--- src/rtl/pes_pkg.sv ---
// ----------------------------------------------------------------------------
// pes_pkg
// Shared types, codes and sizes of the polar eye pixel shader.
// ----------------------------------------------------------------------------
package pes_pkg;

  localparam int MAP_RADIUS_D   = 256;
  localparam int DISPLAY_SIZE_D = 512;
  localparam int IRIS_TEX_W_D   = 256;
  localparam int IRIS_TEX_H_D   = 64;
  localparam int SCLERA_TEX_W_D = 256;
  localparam int SCLERA_TEX_H_D = 128;

  localparam int ANGLE_DEPTH = 65536;
  localparam int MUL_W       = 25;
  localparam int SQ_W        = 17;
  localparam int ROOT_W      = 9;

  localparam logic [7:0] ANG_HALF = 8'd128;

  localparam logic [2:0] CFG_CENTER_X   = 3'd0;
  localparam logic [2:0] CFG_CENTER_Y   = 3'd1;
  localparam logic [2:0] CFG_EYE_RADIUS = 3'd2;
  localparam logic [2:0] CFG_IRIS_RADIUS = 3'd3;
  localparam logic [2:0] CFG_PUPIL_RADIUS = 3'd4;
  localparam logic [2:0] CFG_ROTATIONS  = 3'd5;
  localparam logic [2:0] CFG_SOLID_COLORS = 3'd6;
  localparam logic [2:0] CFG_TEX_ENABLE = 3'd7;

  typedef enum logic [1:0] {
    KIND_SHADE  = 2'd0,
    KIND_ANGLE  = 2'd1,
    KIND_IRIS   = 2'd2,
    KIND_SCLERA = 2'd3
  } kind_t;

  typedef enum logic [1:0] {
    REGION_BG     = 2'd0,
    REGION_PUPIL  = 2'd1,
    REGION_IRIS   = 2'd2,
    REGION_SCLERA = 2'd3
  } region_t;

  typedef struct packed {
    logic [8:0]  center_x;
    logic [8:0]  center_y;
    logic [7:0]  eye_radius;
    logic [7:0]  iris_radius;
    logic [7:0]  pupil_radius;
    logic [15:0] rotations;
    logic [63:0] solid_colors;
    logic [1:0]  texture_enable;
  } cfg_t;

  typedef struct packed {
    logic        valid;
    kind_t       kind;
    region_t     region;
    logic [15:0] color;
    logic        tex;
    logic        sclera;
    logic [7:0]  ang;
    logic [15:0] addr;
    logic [15:0] data;
    logic [15:0] ubase;
  } pix_t;

  function automatic int addr_bits(int n);
    return (n > 1) ? $clog2(n) : 1;
  endfunction

endpackage

--- src/rtl/pes_recip_div.sv ---
// ----------------------------------------------------------------------------
// pes_recip_div
// Shift-subtract divider forming a constant over an 8-bit divisor, one
// quotient bit per cycle. A zero divisor gives a zero quotient.
// ----------------------------------------------------------------------------
module pes_recip_div
  import pes_pkg::*;
#(
  parameter int DIVIDEND = 64 * 65536
) (
  input  logic             clk,
  input  logic             rst,
  input  logic             go,
  input  logic [7:0]       divisor,
  output logic [MUL_W-1:0] quotient,
  output logic             busy
);

  localparam logic [MUL_W-1:0] DVD = MUL_W'(DIVIDEND);

  logic             running;
  logic [4:0]       cnt;
  logic [7:0]       rem;
  logic [7:0]       dsr;
  logic [MUL_W-1:0] quo;
  logic [8:0]       trial;
  logic             qbit;

  assign trial = {rem, DVD[cnt]};
  assign qbit  = (trial >= {1'b0, dsr});
  assign busy  = running;

  always_ff @(posedge clk) begin
    if (rst) begin
      running <= 1'b0;
    end else if (go) begin
      running <= 1'b1;
    end else if (running && cnt == 5'd0) begin
      running <= 1'b0;
    end
  end

  always_ff @(posedge clk) begin
    if (go) begin
      cnt <= 5'(MUL_W - 1);
      rem <= 8'd0;
      dsr <= divisor;
    end else if (running) begin
      cnt <= cnt - 5'd1;
      rem <= qbit ? 8'(trial - {1'b0, dsr}) : trial[7:0];
      quo <= {quo[MUL_W-2:0], qbit};
      if (cnt == 5'd0) begin
        quotient <= (dsr == 8'd0) ? '0 : {quo[MUL_W-2:0], qbit};
      end
    end
  end

endmodule

--- config.mk ---
export PLATFORM = sky130hd
export DESIGN_NAME = pes_recip_div
export DESIGN_NICKNAME = d
export VERILOG_FILES = /design/src/rtl/pes_pkg.sv /design/src/rtl/pes_recip_div.sv
export SDC_FILE = /design/constraint.sdc
export NUM_CORES = 1
export LEC_CHECK = 0
export BUFFER_PORTS_ARGS = -buffer_cell sky130_fd_sc_hd__buf_2
export CORE_ASPECT_RATIO = 1.5
export CORE_MARGIN = 3
export CORE_UTILIZATION = 32
export CTS_CLUSTER_DIAMETER = 60
export CTS_CLUSTER_SIZE = 10
export DETAILED_ROUTE_END_ITERATION = 8
export GPL_TIMING_DRIVEN = 0
export HOLD_SLACK_MARGIN = 0.15
export PLACE_DENSITY = 0.58
export SLEW_MARGIN = 30
export SYNTH_ARGS = -nofsm -noshare
export SYNTH_HDL_FRONTEND = slang
export SYNTH_SLANG_ARGS = --single-unit
--- constraint.sdc ---
create_clock -name clk -period 8.65 [get_ports clk]
set_clock_uncertainty 0.1 [all_clocks]
set_input_delay 1.2975 -clock clk [delete_from_list [all_inputs] [get_ports clk]]
set_output_delay 1.2975 -clock clk [all_outputs]
set_load 0.05 [all_outputs]
==> run metrics <==
worst slew pin tran roughly 0.65 ns; most frequent cell after synthesis edfxtp_1; Finish-stage setup viols 0; Critical Path RT 8.58 ns; Cell Pwr Density roughly 240 nW/um2; Top Ports 37; Synth Net Count roughly 240; Setup Fix Bufs, Post-CTS 0; post-synthesis cell count about 210; post-route cell area 3600 um2; CTS max path bufs 2; Multi-input gate area ~860 um2; initial antenna violation count 0; largest net degree at the start of global routing 26; share of layout cells above drive strength 1 23.1%; DRC violations left 0; Max Freq roughly 330 MHz; WL per Instance roughly 13 um; Max Slew Vio Count 0; Reg2Reg Capture Point quotient[3]; core area around 8900 um2; Post-DP Area between 3000 and 4000 um2; GRT Total Usage a little over a tenth; RSZ-0062 raised after global routing false; H-tree depth 3; Pwr Total approximately 870 uW; Post-CTS Resized 0; Hold Path Class flip-flop to flip-flop; WP buf/inv 4; FFs w/ async S/R, synth 0%; Die H ~120 um; Worst R2R Start busy; ANT cells 0; Leakage roughly 1.3 nW; utilization after layout about two fifths; Nets 284; minimum clock period after layout 3.00 ns; Synth Register Bits 72; worst vdd ir 0.000113 V; register area between 2000 and 2500 um2; R2R depth 5; first-pass GRT wire length 8220 um; vias in the first global route ~1,700; Worst R2R Setup Slack around 5.8 ns; hold slack final about 0.34 ns; CP dominant cell by count buf_4; WP data arrival 2.93 ns; Synth top cells by count edfxtp_1, and2_1, nor2_1; Worst path slowest cell nor3b_2; Syn. warnings 0; Routed WL 5060 um; Mapped Area ~3000 um2; CP delay by family, top buffers and inverters; Site Rows 42; crit path kind input port to flip-flop; Post-synth EDFFs 57; Detailed Route Iter0 Violations 76; Slew headroom about 57%; DR vias 1,794; Die W approximately 84 um; total clock sinks between 70 and 80; P&R area growth vs syn 22.7%; ranking of synthesized cells by area edfxtp_1, dfxtp_1, and2_1, ha_1, nor2_1; post-synth cell types 39; Synth Flop Type edfxtp_1; critical path's largest stage delay 0.59 ns; Clock transition at path regs around 0.060 ns; antenna-violating nets left 0; # hold bufs at CTS 0; Initial Utilization 33.1%; TritonCTS clock tree yes; post-DP HPWL between 3000 and 4000 um; setup TNS 0 ns; Syn Area/Cell around 14 um2; Port Buf Inserts 36; total gr overflow 0; Clock Latency Late Sink approximately 0.33 ns; CP max FO 15; Hold Path End quo[3]; crit path cell chain buf_2 > clkbuf_1 > nor3b_2 > buf_4 > buf_4; CTS buffer count 9; worst hold path depth 0; Avg Vias per Cell around 4.7; first drt pass iteration count 4; share of the synthesized area in the top cell type about three fifths; Fill cells 840; endpoints failing hold 0; status finished clean; sequential fraction of the synthesis area between 60% and 70%; max_cap viols 0; HP Start quo[2]; final worst path period share about a third; Worst setup SP type input port; Clock Root Buffer clkbuf_16; gpl congestion about 0.76; Synth area leader edfxtp_1; CP Capture Type flip-flop; Die ar. 10,400 um2
## final cells by class
cell class	instances	share of cell area [%]
well taps	110	3.82
flip-flops and latches	72	55.9
clock inverters	6	2.57
repair buffers	38	5.42
clock buffers	10	6.36
plain buffers	6	0.834
inverters	12	1.29
multi-input cells	124	23.9
## layer usage
metal	global-route usage, %	vias to the layer above	routed length, um
li1	-	873	-
met1	10.7	871	2110
met2	18.0	40	2570
met3	2.80	10	202
met4	8.65	0	179
met5	0	-	0
## state kept, by name, indices dropped and copies added (netlist names)
register	cells
busy	1
cnt	5
dsr	8
quo	24
quotient	25
rem	8
trial	1
## report_power, final
group | total (mW) | internal, mW | leakage [nW] | switching [mW]
combinational | 0.0804 | 0.0356 | 0.522 | 0.0448
clock | 0.392 | 0.254 | 0.149 | 0.139
sequential | 0.397 | 0.388 | 0.649 | 0.00909
## worst reg2reg max path: stages (launching register included)
cell	delay [ns]
dfxtp_1	0.47
clkbuf_1	0.43
clkbuf_1	0.44
nor3b_2	0.59
buf_4	0.29
buf_4	0.22
## how the worst max path moves through the flow
stage               from           to  depth (start not counted)
detailed placement    go  quotient[3]                          5
CTS                   go  quotient[3]                          5
global route          go  quotient[3]                          5
global placement      go  quotient[1]                          3
finish                go  quotient[3]                          5
floorplan             go  quotient[0]                          2
## layout by cell type, fill, tap and decap left out, types with 5 or more instances in the layout
cell       count
edfxtp_1      57
o21ai_0        6
nand2b_1       6
inv_1         11
clkbuf_1       6
a21oi_1        7
clkbuf_16      9
nor2_1        16
and2_1        24
a211oi_1       5
ha_1           9
dfxtp_1       15
xnor2_1        5
buf_2         36
nand2_1        8
## logic make-up (layout without fill, tap and decap cells)
kind of cell,Yosys count,count (layout),synth area share [%]
flops,72,72,68.5
fa+ha+maj,10,10,4.52
mux,4,4,1.53
compound gates,32,32,7.55
simple gates,72,72,13.5
xor+xnor,6,6,1.79
buf+inv,18,72,2.60
## metrics by stage
| stage | cells | setup slack (ns) |
|---|---|---|
| after detailed placement | 362 | 5.29 |
| after floorplan | 214 | 4.68 |
| after CTS | 378 | 5.64 |
| after global routing | 378 | 5.53 |
| after global placement | 360 | 3.60 |
| final | 378 | 5.65 |
No activity file was read; power rests on OpenSTA's default activity.
