`src/rtl/pes_pkg.sv`:
```
// ----------------------------------------------------------------------------
// pes_pkg
// Shared types, codes and sizes of the polar eye pixel shader.
// ----------------------------------------------------------------------------
package pes_pkg;

  localparam int MAP_RADIUS_D   = 256;
  localparam int DISPLAY_SIZE_D = 512;
  localparam int IRIS_TEX_W_D   = 256;
  localparam int IRIS_TEX_H_D   = 64;
  localparam int SCLERA_TEX_W_D = 256;
  localparam int SCLERA_TEX_H_D = 128;

  localparam int ANGLE_DEPTH = 65536;
  localparam int MUL_W       = 25;
  localparam int SQ_W        = 17;
  localparam int ROOT_W      = 9;

  localparam logic [7:0] ANG_HALF = 8'd128;

  localparam logic [2:0] CFG_CENTER_X   = 3'd0;
  localparam logic [2:0] CFG_CENTER_Y   = 3'd1;
  localparam logic [2:0] CFG_EYE_RADIUS = 3'd2;
  localparam logic [2:0] CFG_IRIS_RADIUS = 3'd3;
  localparam logic [2:0] CFG_PUPIL_RADIUS = 3'd4;
  localparam logic [2:0] CFG_ROTATIONS  = 3'd5;
  localparam logic [2:0] CFG_SOLID_COLORS = 3'd6;
  localparam logic [2:0] CFG_TEX_ENABLE = 3'd7;

  typedef enum logic [1:0] {
    KIND_SHADE  = 2'd0,
    KIND_ANGLE  = 2'd1,
    KIND_IRIS   = 2'd2,
    KIND_SCLERA = 2'd3
  } kind_t;

  typedef enum logic [1:0] {
    REGION_BG     = 2'd0,
    REGION_PUPIL  = 2'd1,
    REGION_IRIS   = 2'd2,
    REGION_SCLERA = 2'd3
  } region_t;

  typedef struct packed {
    logic [8:0]  center_x;
    logic [8:0]  center_y;
    logic [7:0]  eye_radius;
    logic [7:0]  iris_radius;
    logic [7:0]  pupil_radius;
    logic [15:0] rotations;
    logic [63:0] solid_colors;
    logic [1:0]  texture_enable;
  } cfg_t;

  typedef struct packed {
    logic        valid;
    kind_t       kind;
    region_t     region;
    logic [15:0] color;
    logic        tex;
    logic        sclera;
    logic [7:0]  ang;
    logic [15:0] addr;
    logic [15:0] data;
    logic [15:0] ubase;
  } pix_t;

  function automatic int addr_bits(int n);
    return (n > 1) ? $clog2(n) : 1;
  endfunction

endpackage

```
`src/rtl/pes_isqrt.sv`:
```
// ----------------------------------------------------------------------------
// pes_isqrt
// Three-stage digit-by-digit integer square root, three result bits a stage.
// ----------------------------------------------------------------------------
module pes_isqrt
  import pes_pkg::*;
(
  input  logic              clk,
  input  logic [SQ_W-1:0]   n,
  output logic [ROOT_W-1:0] root
);

  typedef struct packed {
    logic [17:0] n;
    logic [10:0] rem;
    logic [8:0]  root;
  } sq_t;

  function automatic sq_t sq_step(sq_t a);
    sq_t         r;
    logic [12:0] acc;
    logic [12:0] trial;
    acc   = {a.rem[10:0], a.n[17:16]};
    trial = {2'b00, a.root, 2'b01};
    r.n   = {a.n[15:0], 2'b00};
    if (acc >= trial) begin
      r.rem  = 11'(acc - trial);
      r.root = {a.root[7:0], 1'b1};
    end else begin
      r.rem  = acc[10:0];
      r.root = {a.root[7:0], 1'b0};
    end
    return r;
  endfunction

  sq_t st [4];

  assign st[0] = '{n: {1'b0, n}, rem: 11'd0, root: 9'd0};

  for (genvar s = 0; s < 3; s++) begin : g_stage
    always_ff @(posedge clk) begin
      st[s+1] <= sq_step(sq_step(sq_step(st[s])));
    end
  end

  assign root = st[3].root;

endmodule

```
`config.mk`:
```
export PLATFORM = sky130hd
export DESIGN_NAME = pes_isqrt
export DESIGN_NICKNAME = d
export VERILOG_FILES = /design/src/rtl/pes_pkg.sv /design/src/rtl/pes_isqrt.sv
export SDC_FILE = /design/constraint.sdc
export NUM_CORES = 1
export LEC_CHECK = 0
export ABC_AREA = 1
export BUFFER_PORTS_ARGS = -buffer_cell sky130_fd_sc_hd__buf_2
export CORE_ASPECT_RATIO = 0.5
export CORE_MARGIN = 1
export CORE_UTILIZATION = 60
export CTS_CLUSTER_DIAMETER = 30
export DETAILED_ROUTE_END_ITERATION = 10
export MAX_ROUTING_LAYER = met4
export PLACE_DENSITY = 0.87
export REMOVE_ABC_BUFFERS = 1
export SLEW_MARGIN = 0
export SYNTH_ARGS = -nofsm -noshare
export SYNTH_HDL_FRONTEND = slang
export SYNTH_SLANG_ARGS = --single-unit
```
`constraint.sdc`:
```
create_clock -name clk -period 5.16 [get_ports clk]
set_input_delay 1.032 -clock clk [delete_from_list [all_inputs] [get_ports clk]]
set_output_delay 1.032 -clock clk [all_outputs]
set_load 0.05 [all_outputs]
```
==> impl_metrics.ini <==
[run_status]
run_status = complete, no violations

[critical_path]
cp_data_required_time_ns = 5.39
max_stage_delay_ns = 0.38
critical_path.top_delay_family = simple AND/OR/NAND/NOR gates
setup.worst_path.class = reg -> reg
cp-end-kind = register
critPathLaunchType = register
timing.critical_path.slowest_stage_cell = ha_1
critical_path.max_fanout = 15
worst-path-buf-inv = 5
cp.arrival_ns = 4.95
worst_path_most_repeated_cell = nand2_1

[global_route]
grt_use_met2_pct = 49.7
via_count_of_the_first_global_routing_pass = 4059
global_route.usage.met1_pct = 32.7
grt_start_max_net_pins = 16
global_route.usage.met3_pct = 6.46
globalRoute.busiestLayer = met2
grt_util_all_layers_pct = 28.6
number_of_antenna_violations_at_the_first_check_in_global_routing = 0
globalRouteOverflowTotal = 0
first_pass_grt_wire_length_mm = 17.6

[clocking]
root_buffer = clkbuf_16
cts.reportedPaths.clkPinSlew_ns = 0.06
cts_bufs_inserted = 9
ctsLongestPathBuffers = 2
tritoncts = done
clkLatencyLatePin_ns = 0.34
cts_hold_repair.buffers = 0
tritoncts_num_sinks = 58
h_tree_levels = 3

[logic_synthesis]
syn-cell-area_um2 = 4520
yosysUniqueCellTypes = 40
synth_area_leader_cell = dfxtp_1
synth_area_per_cell_um2 = 6.65
netlist_instances = 680
synth.ff_latch_count = 58
ys.flop_type = dfxtp_1
synth_enable_flop_cells = 0
share_of_the_yosys_chip_area_belonging_to_registers_pct = 25.7
netlist_top_cells_area = dfxtp_1, nand2_1, ha_1, inv_1, nand3_1
synth_async_sr_flop_share_pct = 0
synthDominantCellAreaShare_pct = 25.7
synth_warnings = 0

[power_and_ir_drop]
sequentialPowerShare_pct = 21.1
power_density_over_the_cells_nw_per_um2 = 555
clk_network_pwr_share_pct = 20.0
irDropWorstVdd_v = 0.000269
power_leakage_nw = 2.75
switching_share_pct = 47.2
power.combinational.fraction_pct = 58.8
internal_power_mw = 1.48
switchingPower_mw = 1.32

[drt]
number_of_nets_still_failing_antenna_checks_after_routing = 0
first_pass_iters = 6
viasPerCell = 5.25
drc = 0
routed-via-count = 4242
totalWireLength_mm = 10.2
drt_iter0_drc = 286
detail_route.wl_per_cell_um = 12.6

[cells_and_area]
register_area_um2 = 1160
num-nets-final = 778
area_delta_synth_final_pct = 11.3
stdcell_area_um2 = 5030
filler_cell_count = 585
area_used_by_multi_input_combinational_logic_um2 = 2880
antenna-diode-count = 0
layout-drive-gt1-share_pct = 13.7
final_core_util_pct = 72.2

[sta]
maxClockFrequency_ghz = 0.212
period_share_pct = 91.5
fin_worst_skew_ns = 0.00529
max_slew_margin_pct = 60.9
hold_viol_final = 0
fin_hold_ws_ns = 0.325
tightest_slew_ns = 0.580
pins_over_slew_limit = 0
finalSetupViolCount = 0
post-route-min-period_ns = 4.72

[run]
max_cap_viol_count = 0

[placed_design]
port-buffer-count = 26
detailedPlacementHpwl_mm = 7.80
placed_cell_area_um2 = 4670
gpl.final_weighted_congestion = 0.987

[floorplan]
top_level_ports = 27
core_um2 = 6960
dieArea_um2 = 7900
placement_rows = 21
die_height_um = 63.4
die_width_um = 125
floorplan.initialDensity_pct = 64.9

[hold_path]
kind_of_path_behind_the_tightest_hold_check = reg -> reg
## path summary, 6_finish.rpt
path | cells after the start | from | slack, ns | end
min | 0 | st[105]$_DFF_P_ | 0.33 | st[73]$_DFF_P_
min reg2reg | 0 | st[105]$_DFF_P_ | 0.33 | st[73]$_DFF_P_
max | 29 | st[77]$_DFF_P_ | 0.44 | st[50]$_DFF_P_
max reg2reg | 29 | st[77]$_DFF_P_ | 0.44 | st[50]$_DFF_P_
## cells in the mapped netlist (4+ instances only)
cell / count
o21ai_0: 38
nor2_2: 7
nand2_1: 188
nand3_2: 5
inv_2: 7
inv_1: 95
nor3_1: 4
a21oi_1: 27
nor2_1: 55
nand3_1: 47
ha_1: 49
xor2_1: 22
nand2_2: 9
nand3b_1: 7
buf_4: 9
nor2_4: 5
nand4_1: 9
dfxtp_1: 58
xnor2_1: 6
## power groups by stage
| stage | Sequential (mW) | Combinational [mW] | Clock (mW) |
|---|---|---|---|
| 4_1_cts | 0.587 | 1.59 | 0.561 |
| 3_3_place_gp | 0.594 | 1.52 | 0 |
| 6_report | 0.590 | 1.64 | 0.560 |
| 3_5_place_dp | 0.595 | 1.57 | 0 |
| 2_1_floorplan | 0.614 | 1.25 | 0 |
| 5_1_grt | 0.596 | 1.86 | 0.585 |
## routing by layer
layer	share of wire, %	vias to the layer above
li1	-	2222
met1	45	1868
met2	47	133
met3	5.9	19
met4	1.7	0
met5	0	-
## final cells by class
class / instances / area share, %
multi-input cells: 503 / 57.3
flip-flops and latches: 58 / 23.1
inverters: 104 / 7.84
clock buffers: 10 / 4.75
repair buffers: 35 / 3.93
well taps: 92 / 2.29
clock inverters: 6 / 0.821
## worst reg2reg max path: cells and delay by family, from the launching register on
| kind | cells | cell delay (ns) |
|---|---|---|
| AO/OA/AOI/OAI | 3 | 0.46 |
| adder cells (fa/ha/maj) | 3 | 1.09 |
| buffers and inverters | 5 | 0.45 |
| flip-flops | 1 | 0.36 |
| AND/OR/NAND/NOR | 18 | 2.27 |
## cells in the final DEF, fill, tap and decap left out, types with 2 or more instances in the layout
cell | netlist | layout
nor2_4 | 5 | 6
a31oi_1 | 3 | 3
buf_2 | 1 | 26
nand3_1 | 47 | 47
or2_2 | 3 | 3
buf_4 | 9 | 9
xnor2_1 | 6 | 6
nor2_1 | 55 | 54
o21ai_2 | 2 | 2
nand3_2 | 5 | 5
nand2_2 | 9 | 8
a21oi_1 | 27 | 25
clkinv_1 | 2 | 2
inv_1 | 95 | 93
nand4_1 | 9 | 9
inv_2 | 7 | 8
xor2_1 | 22 | 22
nand2_4 | 1 | 2
clkinv_2 | 0 | 2
o21ai_1 | 2 | 5
clkinvlp_4 | 0 | 4
nor3_1 | 4 | 4
a21oi_2 | 1 | 3
ha_1 | 49 | 49
clkbuf_16 | 0 | 9
nor2_2 | 7 | 7
o21ai_0 | 38 | 35
nand2_1 | 188 | 188
dfxtp_1 | 58 | 58
nand3b_1 | 7 | 7
a21o_1 | 3 | 3
## flip-flops by register name (all words and copies together) (netlist names)
name and count:
root 9, st 49
## cells by family after synthesis
family | share of synthesized area [%]
compound gates | 9.69
xor+xnor | 5.43
fa+ha+maj | 13.6
buf+inv | 11.0
flops | 25.7
mux | 0.221
simple gates | 34.4
## timing repair
item,in CTS,in global routing
setup endpoints to repair,0,13
resized for setup,0,10
buffers inserted,0,7
## per-stage QoR
step                      TNS (ns)  cells  total power, mW  worst slack [ns]
after floorplan                  0    665             1.86             0.821
after global placement           0    785             2.12             0.333
after detailed placement         0    785             2.16             0.286
after CTS                        0    801             2.74             0.194
after global routing      -0.00413    808             3.04          -0.00413
final                            0    808             2.79             0.437
(Power assumes the default switching activity.)
